[src/rtl/core/pept_pkg.sv]
`timescale 1ns / 1ps
`default_nettype none

package pept_pkg;

    localparam int COUNT_WIDTH = 16;

    localparam logic [15:0] PACKET_COUNT_RST  = 16'd4096;
    localparam logic [31:0] START_SEED_RST    = 32'h0000_0000;
    localparam logic [15:0] TIMEOUT_TICKS_RST = 16'd1000;

    localparam logic [9:0] PAYLOAD_MASK      = 10'h3FC;
    localparam logic [9:0] PAYLOAD_MIN_BYTES = 10'd64;

    localparam logic [1:0] CFG_PACKET_COUNT  = 2'd0;
    localparam logic [1:0] CFG_START_SEED    = 2'd1;
    localparam logic [1:0] CFG_TIMEOUT_TICKS = 2'd2;

    typedef enum logic [2:0] {
        PH_IDLE = 3'd0,
        PH_SEND = 3'd1,
        PH_WAIT = 3'd2,
        PH_RECV = 3'd3,
        PH_OK   = 3'd4,
        PH_ERR  = 3'd5
    } phase_t;

    typedef enum logic [2:0] {
        CAUSE_NONE    = 3'd0,
        CAUSE_NO_BUF  = 3'd1,
        CAUSE_TIMEOUT = 3'd2,
        CAUSE_SIZE    = 3'd3,
        CAUSE_DATA    = 3'd4
    } cause_t;

    typedef enum logic [1:0] {
        REQ_POLL = 2'd0,
        REQ_PULL = 2'd1,
        REQ_RX   = 2'd2,
        REQ_TICK = 2'd3
    } req_t;

    typedef enum logic [2:0] {
        KIND_POLL = 3'd0,
        KIND_PULL = 3'd1,
        KIND_RX   = 3'd2,
        KIND_TICK = 3'd3,
        KIND_NOP  = 3'd4
    } kind_t;

    typedef struct packed {
        kind_t       kind;
        logic        buf_free;
        logic [31:0] rx_word;
        logic        rx_last;
        logic [10:0] rx_size;
    } item_t;

    // taps 31,6,4,1,0; shift right, feedback into bit 31
    function automatic logic [31:0] lfsr_next(input logic [31:0] s);
        logic fb;
        fb = s[31] ^ s[6] ^ s[4] ^ s[1] ^ s[0];
        return {fb, s[31:1]};
    endfunction

    function automatic logic [9:0] payload_bytes(input logic [9:0] left_low);
        logic [9:0] n;
        n = left_low & PAYLOAD_MASK;
        return (n < PAYLOAD_MIN_BYTES) ? PAYLOAD_MIN_BYTES : n;
    endfunction

endpackage

`default_nettype wire

[src/rtl/core/pept_front.sv]
`timescale 1ns / 1ps
`default_nettype none

module pept_front
    import pept_pkg::*;
(
    input  wire logic        aclk,
    input  wire logic        aresetn,
    input  wire logic        s_valid,
    output logic             s_ready,
    input  wire logic [1:0]  s_req_type,
    input  wire logic        s_tx_buffer_free,
    input  wire logic [31:0] s_rx_word,
    input  wire logic        s_rx_last,
    input  wire logic [10:0] s_rx_size_bytes,
    output logic             q_valid,
    input  wire logic        q_ready,
    output item_t            q_item
);

    item_t       entry_reg [2];
    logic        wr_ptr_reg;
    logic        rd_ptr_reg;
    logic [1:0]  count_reg;
    logic [1:0]  count_next;
    item_t       item_in;
    logic        push;
    logic        pop;

    // classify the request
    always_comb begin
        item_in          = '0;
        item_in.buf_free = s_tx_buffer_free;
        item_in.rx_word  = s_rx_word;
        item_in.rx_last  = s_rx_last;
        item_in.rx_size  = s_rx_size_bytes;
        unique case (req_t'(s_req_type))
            REQ_POLL: item_in.kind = KIND_POLL;
            REQ_PULL: item_in.kind = KIND_PULL;
            REQ_RX:   item_in.kind = (s_rx_size_bytes == 11'd0) ? KIND_NOP : KIND_RX;
            REQ_TICK: item_in.kind = KIND_TICK;
            default:  item_in.kind = KIND_NOP;
        endcase
    end

    assign s_ready = (count_reg != 2'd2);
    assign q_valid = (count_reg != 2'd0);
    assign q_item  = entry_reg[rd_ptr_reg];
    assign push    = s_valid && s_ready;
    assign pop     = q_valid && q_ready;

    always_comb begin
        count_next = count_reg;
        if (push && !pop) begin
            count_next = count_reg + 2'd1;
        end else if (pop && !push) begin
            count_next = count_reg - 2'd1;
        end
    end

    always_ff @(posedge aclk) begin
        if (!aresetn) begin
            wr_ptr_reg <= 1'b0;
            rd_ptr_reg <= 1'b0;
            count_reg  <= 2'd0;
        end else begin
            count_reg <= count_next;
            if (push) begin
                wr_ptr_reg <= ~wr_ptr_reg;
            end
            if (pop) begin
                rd_ptr_reg <= ~rd_ptr_reg;
            end
        end
    end

    always_ff @(posedge aclk) begin
        if (push) begin
            entry_reg[wr_ptr_reg] <= item_in;
        end
    end

endmodule

`default_nettype wire

[src/rtl/core/pept_back.sv]
`timescale 1ns / 1ps
`default_nettype none

module pept_back
    import pept_pkg::*;
(
    input  wire logic        aclk,
    input  wire logic        aresetn,
    input  wire logic        cfg_valid,
    output logic             cfg_ready,
    input  wire logic [1:0]  cfg_index,
    input  wire logic [31:0] cfg_data,
    input  wire logic        q_valid,
    output logic             q_ready,
    input  wire item_t       q_item,
    output logic             m_valid,
    input  wire logic        m_ready,
    output logic [2:0]       m_phase,
    output logic [2:0]       m_error_cause,
    output logic             m_tx_valid,
    output logic [31:0]      m_tx_word,
    output logic             m_tx_last,
    output logic [9:0]       m_tx_size_bytes
);

    logic [15:0]            timeout_ticks_reg;

    phase_t                 phase_reg, phase_next;
    cause_t                 cause_reg, cause_next;
    logic [COUNT_WIDTH-1:0] packets_left_reg, packets_left_next;
    logic [31:0]            packet_seed_reg, packet_seed_next;
    logic [31:0]            tx_lfsr_reg, tx_lfsr_next;
    logic [7:0]             tx_words_left_reg, tx_words_left_next;
    logic [31:0]            rx_lfsr_reg, rx_lfsr_next;
    logic [7:0]             rx_words_seen_reg, rx_words_seen_next;
    logic [15:0]            wait_timer_reg, wait_timer_next;

    logic                   m_valid_reg;
    logic [2:0]             m_phase_reg;
    logic [2:0]             m_cause_reg;
    logic                   m_tx_valid_reg, m_tx_valid_next;
    logic [31:0]            m_tx_word_reg, m_tx_word_next;
    logic                   m_tx_last_reg, m_tx_last_next;
    logic [9:0]             m_tx_size_reg, m_tx_size_next;

    logic                   go;
    logic                   cfg_go;
    logic [9:0]             pl_bytes;
    logic [7:0]             pl_words;
    logic [7:0]             seen_inc;
    logic [31:0]            rx_lfsr_adv;

    assign cfg_ready   = 1'b1;
    assign cfg_go      = cfg_valid && cfg_ready;
    assign q_ready     = !m_valid_reg || m_ready;
    assign go          = q_valid && q_ready;
    assign pl_bytes    = payload_bytes(packets_left_reg[9:0]);
    assign pl_words    = pl_bytes[9:2];
    assign seen_inc    = rx_words_seen_reg + 8'd1;
    assign rx_lfsr_adv = lfsr_next(rx_lfsr_reg);

    always_comb begin
        phase_next         = phase_reg;
        cause_next         = cause_reg;
        packets_left_next  = packets_left_reg;
        packet_seed_next   = packet_seed_reg;
        tx_lfsr_next       = tx_lfsr_reg;
        tx_words_left_next = tx_words_left_reg;
        rx_lfsr_next       = rx_lfsr_reg;
        rx_words_seen_next = rx_words_seen_reg;
        wait_timer_next    = wait_timer_reg;
        m_tx_valid_next    = 1'b0;
        m_tx_word_next     = 32'd0;
        m_tx_last_next     = 1'b0;
        m_tx_size_next     = 10'd0;
        if (go) begin
            unique case (q_item.kind)
                KIND_POLL: begin
                    if (phase_reg == PH_IDLE || phase_reg == PH_RECV) begin
                        if (packets_left_reg == '0) begin
                            phase_next = PH_OK;
                        end else if (!q_item.buf_free) begin
                            phase_next = PH_ERR;
                            cause_next = CAUSE_NO_BUF;
                        end else begin
                            tx_words_left_next = pl_words;
                            tx_lfsr_next       = packet_seed_reg;
                            phase_next         = PH_SEND;
                        end
                    end
                end
                KIND_PULL: begin
                    if (phase_reg == PH_SEND && tx_words_left_reg != 8'd0) begin
                        m_tx_valid_next    = 1'b1;
                        m_tx_word_next     = tx_lfsr_reg;
                        m_tx_last_next     = (tx_words_left_reg == 8'd1);
                        m_tx_size_next     = pl_bytes;
                        tx_lfsr_next       = lfsr_next(tx_lfsr_reg);
                        tx_words_left_next = tx_words_left_reg - 8'd1;
                        if (tx_words_left_reg == 8'd1) begin
                            phase_next         = PH_WAIT;
                            wait_timer_next    = timeout_ticks_reg;
                            rx_lfsr_next       = packet_seed_reg;
                            rx_words_seen_next = 8'd0;
                        end
                    end
                end
                KIND_RX: begin
                    if (phase_reg == PH_WAIT) begin
                        if (q_item.rx_size != {1'b0, pl_bytes}
                                || rx_words_seen_reg >= pl_words) begin
                            phase_next = PH_ERR;
                            cause_next = CAUSE_SIZE;
                        end else if (q_item.rx_word != rx_lfsr_reg) begin
                            phase_next = PH_ERR;
                            cause_next = CAUSE_DATA;
                        end else begin
                            rx_lfsr_next       = rx_lfsr_adv;
                            rx_words_seen_next = seen_inc;
                            if (q_item.rx_last) begin
                                if (seen_inc != pl_words) begin
                                    phase_next = PH_ERR;
                                    cause_next = CAUSE_SIZE;
                                end else begin
                                    packets_left_next = packets_left_reg - COUNT_WIDTH'(1);
                                    packet_seed_next  = rx_lfsr_adv;
                                    phase_next        = PH_RECV;
                                end
                            end
                        end
                    end
                end
                KIND_TICK: begin
                    if (phase_reg == PH_WAIT) begin
                        if (wait_timer_reg <= 16'd1) begin
                            wait_timer_next = 16'd0;
                            phase_next      = PH_ERR;
                            cause_next      = CAUSE_TIMEOUT;
                        end else begin
                            wait_timer_next = wait_timer_reg - 16'd1;
                        end
                    end
                end
                default: begin
                end
            endcase
        end
        if (cfg_go && phase_reg == PH_IDLE) begin
            if (cfg_index == CFG_PACKET_COUNT) begin
                packets_left_next = COUNT_WIDTH'(cfg_data[15:0]);
            end
            if (cfg_index == CFG_START_SEED) begin
                packet_seed_next = cfg_data;
            end
        end
    end

    always_ff @(posedge aclk) begin
        if (!aresetn) begin
            timeout_ticks_reg <= TIMEOUT_TICKS_RST;
        end else if (cfg_go) begin
            if (cfg_index == CFG_TIMEOUT_TICKS) begin
                timeout_ticks_reg <= cfg_data[15:0];
            end
        end
    end

    always_ff @(posedge aclk) begin
        if (!aresetn) begin
            phase_reg         <= PH_IDLE;
            cause_reg         <= CAUSE_NONE;
            packets_left_reg  <= COUNT_WIDTH'(PACKET_COUNT_RST);
            packet_seed_reg   <= START_SEED_RST;
            tx_lfsr_reg       <= 32'd0;
            tx_words_left_reg <= 8'd0;
            rx_lfsr_reg       <= 32'd0;
            rx_words_seen_reg <= 8'd0;
            wait_timer_reg    <= 16'd0;
        end else begin
            phase_reg         <= phase_next;
            cause_reg         <= cause_next;
            packets_left_reg  <= packets_left_next;
            packet_seed_reg   <= packet_seed_next;
            tx_lfsr_reg       <= tx_lfsr_next;
            tx_words_left_reg <= tx_words_left_next;
            rx_lfsr_reg       <= rx_lfsr_next;
            rx_words_seen_reg <= rx_words_seen_next;
            wait_timer_reg    <= wait_timer_next;
        end
    end

    always_ff @(posedge aclk) begin
        if (!aresetn) begin
            m_valid_reg <= 1'b0;
        end else if (go) begin
            m_valid_reg <= 1'b1;
        end else if (m_ready) begin
            m_valid_reg <= 1'b0;
        end
    end

    always_ff @(posedge aclk) begin
        if (go) begin
            m_phase_reg    <= phase_next;
            m_cause_reg    <= cause_next;
            m_tx_valid_reg <= m_tx_valid_next;
            m_tx_word_reg  <= m_tx_word_next;
            m_tx_last_reg  <= m_tx_last_next;
            m_tx_size_reg  <= m_tx_size_next;
        end
    end

    assign m_valid         = m_valid_reg;
    assign m_phase         = m_phase_reg;
    assign m_error_cause   = m_cause_reg;
    assign m_tx_valid      = m_tx_valid_reg;
    assign m_tx_word       = m_tx_word_reg;
    assign m_tx_last       = m_tx_last_reg;
    assign m_tx_size_bytes = m_tx_size_reg;

endmodule

`default_nettype wire

[src/rtl/core/prbs_echo_packet_tester_core.sv]
// Results pass through a front-end queue entry and then the back-end output registers.
// Throughput: one item per cycle while m_ready is high; the back end updates state per item.
// A two-entry queue separates the classifying front end from the back end.
// Reset: aresetn synchronous, active low; config and state return to reset values at once.
`timescale 1ns / 1ps
`default_nettype none

module prbs_echo_packet_tester_core
    import pept_pkg::*;
(
    input  wire logic        aclk,
    input  wire logic        aresetn,
    input  wire logic        cfg_valid,
    output logic             cfg_ready,
    input  wire logic [1:0]  cfg_index,
    input  wire logic [31:0] cfg_data,
    input  wire logic        s_valid,
    output logic             s_ready,
    input  wire logic [1:0]  s_req_type,
    input  wire logic        s_tx_buffer_free,
    input  wire logic [31:0] s_rx_word,
    input  wire logic        s_rx_last,
    input  wire logic [10:0] s_rx_size_bytes,
    output logic             m_valid,
    input  wire logic        m_ready,
    output logic [2:0]       m_phase,
    output logic [2:0]       m_error_cause,
    output logic             m_tx_valid,
    output logic [31:0]      m_tx_word,
    output logic             m_tx_last,
    output logic [9:0]       m_tx_size_bytes
);

    logic  q_valid;
    logic  q_ready;
    item_t q_item;

    pept_front u_front (
        .aclk             (aclk),
        .aresetn          (aresetn),
        .s_valid          (s_valid),
        .s_ready          (s_ready),
        .s_req_type       (s_req_type),
        .s_tx_buffer_free (s_tx_buffer_free),
        .s_rx_word        (s_rx_word),
        .s_rx_last        (s_rx_last),
        .s_rx_size_bytes  (s_rx_size_bytes),
        .q_valid          (q_valid),
        .q_ready          (q_ready),
        .q_item           (q_item)
    );

    pept_back u_back (
        .aclk            (aclk),
        .aresetn         (aresetn),
        .cfg_valid       (cfg_valid),
        .cfg_ready       (cfg_ready),
        .cfg_index       (cfg_index),
        .cfg_data        (cfg_data),
        .q_valid         (q_valid),
        .q_ready         (q_ready),
        .q_item          (q_item),
        .m_valid         (m_valid),
        .m_ready         (m_ready),
        .m_phase         (m_phase),
        .m_error_cause   (m_error_cause),
        .m_tx_valid      (m_tx_valid),
        .m_tx_word       (m_tx_word),
        .m_tx_last       (m_tx_last),
        .m_tx_size_bytes (m_tx_size_bytes)
    );

`ifndef SYNTH
    a_tx_phase: assert property (@(posedge aclk) disable iff (!aresetn)
        (m_valid && m_tx_valid) |-> (m_phase == PH_SEND || m_phase == PH_WAIT))
        else $error("tx word outside send/wait");

    a_last_wait: assert property (@(posedge aclk) disable iff (!aresetn)
        (m_valid && m_tx_valid && m_tx_last) |-> (m_phase == PH_WAIT))
        else $error("last tx word did not enter wait");

    a_cause_err: assert property (@(posedge aclk) disable iff (!aresetn)
        (m_valid && m_error_cause != CAUSE_NONE) |-> (m_phase == PH_ERR))
        else $error("error cause without error phase");

    a_idle_tx: assert property (@(posedge aclk) disable iff (!aresetn)
        (m_valid && !m_tx_valid) |-> (m_tx_word == 32'd0 && m_tx_size_bytes == 10'd0))
        else $error("tx payload not cleared");
`endif

endmodule

`default_nettype wire

[config.mk]
export PLATFORM = sky130hd
export DESIGN_NAME = prbs_echo_packet_tester_core
export DESIGN_NICKNAME = d
export VERILOG_FILES = /design/src/rtl/core/pept_pkg.sv /design/src/rtl/core/pept_front.sv /design/src/rtl/core/pept_back.sv /design/src/rtl/core/prbs_echo_packet_tester_core.sv
export SDC_FILE = /design/constraint.sdc
export NUM_CORES = 1
export LEC_CHECK = 0
export ABC_AREA = 1
export BUFFER_PORTS_ARGS = -buffer_cell sky130_fd_sc_hd__buf_2
export CELL_PAD_IN_SITES_DETAIL_PLACEMENT = 1
export CELL_PAD_IN_SITES_GLOBAL_PLACEMENT = 1
export CORE_ASPECT_RATIO = 0.9
export CORE_MARGIN = 2
export CORE_UTILIZATION = 48
export DETAILED_ROUTE_END_ITERATION = 16
export PLACE_DENSITY = 0.86
export SLEW_MARGIN = 20
export SYNTH_ARGS = -nofsm -noshare
export SYNTH_HDL_FRONTEND = slang
export SYNTH_HIERARCHICAL = 1
export SYNTH_SLANG_ARGS = --single-unit
[constraint.sdc]
create_clock -name aclk -period 10.07 [get_ports aclk]
set_input_delay 2.014 -clock aclk [delete_from_list [all_inputs] [get_ports aclk]]
set_output_delay 2.014 -clock aclk [all_outputs]
set_load 0.05 [all_outputs]
# Word-level counts from Yosys, hierarchy flattened
# Memory sizes are Yosys's and may differ from the RTL's. A register that Yosys moved wholly into a read port is not among the register bits.
# Index checks and enable logic that the tools add are counted.
# W data, S select, Z words.
dict set report totals {
  wordCells 178
  register_bits 221
  ramBits 96
  memories 1
  in_bits 86
}
dict set report op_classes {
  order_cmp 3
  add_sub_neg 6
  n_eq_ne 25
  reduce_logical 30
  muxes 83
  n_bitwise 10
}
# name words width read_ports rd_clocked_by_memory_dff wr line
set mem_list {}
lappend mem_list {u_front.entry_reg 2 48 1 1 1 pept_front.sv:21} ;# item_t entry_reg [2];
# operator n
set ops {}
lappend ops {{$mux W32} 18}
lappend ops {{$mux W16} 13}
lappend ops {{$pmux W32 S2} 2}
lappend ops {{$mux W3} 25}
lappend ops {{$mux W8} 9}
lappend ops {{$ne A32 B32 Y1} 1}
lappend ops {{$pmux W16 S2} 1}
lappend ops {{$pmux W8 S2} 2}
lappend ops {{$sub A16 B1 Y16 const B} 2}
lappend ops {{$pmux W3 S4} 2}
lappend ops {{$le A16 B1 Y1 const B} 1}
lappend ops {{$logic_not A16 Y1} 1}
lappend ops {{$eq A3 B2 Y1 const B} 4}
lappend ops {{$ne A2 B1 Y1 const B} 6}
lappend ops {{$reduce_bool A2 Y1} 6}
lappend ops {{$logic_not A11 Y1} 1}
lappend ops {{$ne A11 B10 Y1} 1}
lappend ops {{$lt A10 B7 Y1 const B} 1}
lappend ops {{$mux W10} 1}
lappend ops {{$pmux W3 S3} 1}
lappend ops {{$add A8 B1 Y8 const B} 1}
lappend ops {{$eq A8 B1 Y1 const B} 1}
lappend ops {{$ge A8 B8 Y1} 1}
lappend ops {{$ne A2 B2 Y1 const B} 4}
lappend ops {{21 further kinds} 52}

# Longest topological paths before layout
dict set report depth {
  word_depth 13
  mapped_depth 25
}

# Hierarchy
# Netlist, hierarchy kept.
# module area_each_um2 n_inst cells_per_inst
set modules_own_cells {}
lappend modules_own_cells {pept_back 11907.7 1 1799}
lappend modules_own_cells {pept_front 3842.4 1 201}

# Least setup slack after synthesis
# OpenSTA, ideal clock, no wires.
dict set report synth_timing {
  path_kind {in2reg}
  start {input port m_ready}
  end {register u_back.tx_lfsr_reg[11]}
  arrival_ns 4.567
  setup_time_ns 0.065
  setup_slack_ns 5.438
  cell_stages 11
  cell_sequence {inv_1 > nand2_1 > nand2_1 > inv_1 > nand2_1 > a2111oi_0 > nand2_1 > inv_1 > clkbuf_1 > nor2_1 > nor2_1}
}
dict set report synth_between {
  elab_chain_len 3
}
# element line
set synth_lines {}
lappend synth_lines {{from (decl)} prbs_echo_packet_tester_core.sv:25} ;# input wire logic m_ready,
lappend synth_lines {{$logic_or A1 B1 Y1} pept_back.sv:55} ;# assign q_ready = !m_valid_reg || m_ready;
lappend synth_lines {{net q_ready} prbs_echo_packet_tester_core.sv:35} ;# logic q_ready;
lappend synth_lines {{$logic_and A1 B1 Y1} pept_back.sv:56} ;# assign go = q_valid && q_ready;
lappend synth_lines {{net u_back.go} pept_back.sv:46} ;# logic go;
lappend synth_lines {{$reduce_and A6 Y1 (no line)} --}
lappend synth_lines {{to (signal assigned)} pept_back.sv:184} ;# tx_lfsr_reg <= tx_lfsr_next;
lappend synth_lines {{to (decl)} pept_back.sv:32} ;# logic [31:0] tx_lfsr_reg, tx_lfsr_next;
# The timed path passes the listed nets, and every way through them passes these cells.
# A chain may end at the register's enable or synchronous reset.

==> impl_metrics.yaml <==
drt:
  top_layer_used: "met4"
  routed-via-count: 13819
  drtIter0Drc: 903
  met2_length_um: 21430
  drcViolationCount: 0
  wl_um: 47030
  dr.pass1.iters: 5
  wl_met3_um: 2723
  via_per_inst: 5.434
  wire_per_inst_um: 18.49
  final_antenna_net_count: 0
  wl_met1_um: 21950
yosys:
  ys_seq_elements: 316
  avgSynthCellArea_um2: 7.875
  ys.flop_type: "dfxtp_1"
  synth_edf_count: 144
  post_synth_inst_count: 2000
  synthTopCellsByArea: "edfxtp_1, dfxtp_1, nand2_1"
  synthArstFlopShare: 0
  yosysWarningCount: 6
  syn-cell-area_um2: 15750
  synth_top_area_frac: 0.2745
  synth-seq-area-share: 0.4932
  netlist.top_cell.by_area: "edfxtp_1"
  synth_cell_types: 54
  netlist_top_cells_count: "nand2_1, nor2_1, inv_1"
  synth_most_common_cell: "nand2_1"
timing:
  skew_ns: 0.01327
  finalHoldViolCount: 0
  finalSetupViolations: 0
  relSlewSlack: 0.3196
  grt_setup_unrepaired: "no"
  max_freq_mhz: 206.6
  drv_slew: 0
  finalCritPeriodShare: 0.4807
  tightest_slew_ns: 1.021
  setup_tns_ns: 0
  holdWs_ns: 0.4530
  fin_crit_ns: 4.840
worst_setup_path:
  arrival_ns: 5.25
  crit_type: "flop to flop"
  ff2ff_setup_slack_ns: 5.23
  critPathRequiredTime_ns: 10.48
  critPathLaunchType: "flop"
  cp_max_fo: 79
  endpoint_kind: "flop"
pwr:
  peakVddDrop_mv: 0.1572
  p_leak_nw: 7.584
  power_per_cell_area_nw_per_um2: 274.4
  totalPowerFinal_mw: 4.872
clock_network:
  cts-htree-levels: 2
  cts_root_buf: "clkbuf_16"
  holdBufCountCts: 0
  cts_max_path_buffers: 3
  clk_latency_ns: 0.53
  cts_tree: "yes"
  cts_resized: 0
  post_cts_buffers: 0
  clk_pin_slew_ns: 0.06
  cts_made_buffers: 35
  cts_sinks: 316
place:
  dpl.cell_count: 2480
  dp_hpwl_um: 33230
  gp_congestion: 0.9062
  io_buffers: 135
cells_and_area:
  largest_reg_flops: 96
  fin_util: 0.5528
  diodes: 0
  nets: 2202
  instances_no_fill: 2543
  syn_to_final_growth_pct: 12.73
  layout-drive-gt1-share: 0.1354
worst_hold_path:
  hold_class: "flop to flop"
grt:
  grt_pass1_vias: 13701
  antenna_found_initial: 1
  gr-total-overflow: 0
  grt_max_degree: 87
  grt_pass1_wl_um: 74370
  grt_usage: 0.2740
floorplanning:
  io_pins: 139
  die_h_um: 175.8
  initial_core_util: 0.4904
  die_width_um: 194.9
  rows: 62
  core-area_um2: 32120
  dieArea_um2: 34280
outcome:
  outcome: "complete, no violations"
job:
  maxCapViolations: 0
[final timing paths]
| path | start | endpoint | cells past startpoint |
|---|---|---|---|
| max | flop | u_back/packets_left_reg[5] | 13 |
| min | u_back/timeout_ticks_reg[14] | u_back/timeout_ticks_reg[14] | 2 |
| max reg2reg | flop | u_back/packets_left_reg[5] | 13 |
| min reg2reg | u_back/timeout_ticks_reg[14] | u_back/timeout_ticks_reg[14] | 2 |
[kinds of logic after synthesis]
kind of cell,count (synthesis),share of synthesized area
compound gates,401,0.1320
other cells,2,0.0004768
fa+ha+maj,15,0.01192
xor+xnor,22,0.01223
mux,48,0.03908
simple gates,841,0.2190
flops,316,0.4932
buf+inv,355,0.09207
[final cells by class]
| type | count | area (µm²) |
|---|---|---|
| clock inverters | 18 | 148.9 |
| well taps | 416 | 520.5 |
| fillers | 3975 | 14360 |
| clock buffers | 45 | 953.4 |
| multi-input cells | 1330 | 6566 |
| flip-flops and latches | 316 | 7769 |
| inverters | 268 | 1008 |
| repair buffers | 150 | 788.3 |
[power by group]
part / internal, mW / total, mW / switching [mW]
sequential: 1.65 / 1.78 / 0.138
combinational: 0.518 / 1.83 / 1.32
clock: 0.723 / 1.25 / 0.530
total: 2.89 / 4.87 / 1.99
[cells in the final DEF (no fill, tap or decap), drive strengths merged, types with 7 or more instances in the layout]
| master | count |
|---|---|
| dfxtp | 172 |
| o211ai | 7 |
| nand3 | 45 |
| nand4 | 17 |
| mux2 | 48 |
| ha | 15 |
| clkbuf | 45 |
| nor3 | 22 |
| xnor2 | 8 |
| o21ai | 235 |
| o22ai | 7 |
| nor2 | 287 |
| nand3b | 9 |
| a21oi | 135 |
| nand2 | 452 |
| buf | 150 |
| xor2 | 14 |
| clkinv | 12 |
| edfxtp | 144 |
| inv | 271 |
[through the flow]
step                worst slack (ns)  area [µm²]
finish                         5.230       17750
floorplan                      5.438       15750
global placement               5.083       16650
global route                   4.821       17750
detailed placement             5.016       16650
CTS                            5.260       17750
[worst max-delay path, cell delays in order (launching register included)]
cell and delay [ns]:
dfxtp_2 0.32, buf_4 0.59, mux2_2 0.47, nor3_4 0.18, buf_4 0.50, inv_1 0.49, nor2_1 0.35, inv_1 0.07
nor2_1 0.20, nand4_4 0.17, nor2_8 0.72, inv_1 0.23, o21ai_0 0.28, a21oi_1 0.10
[layer usage]
layer	vias to the layer above	global-route usage
li1	6670	-
met1	6710	0.3893
met4	0	0.06616
met3	69	0.04570
met2	370	0.4381
met5	-	0
No activity file was read; power rests on OpenSTA's default activity.
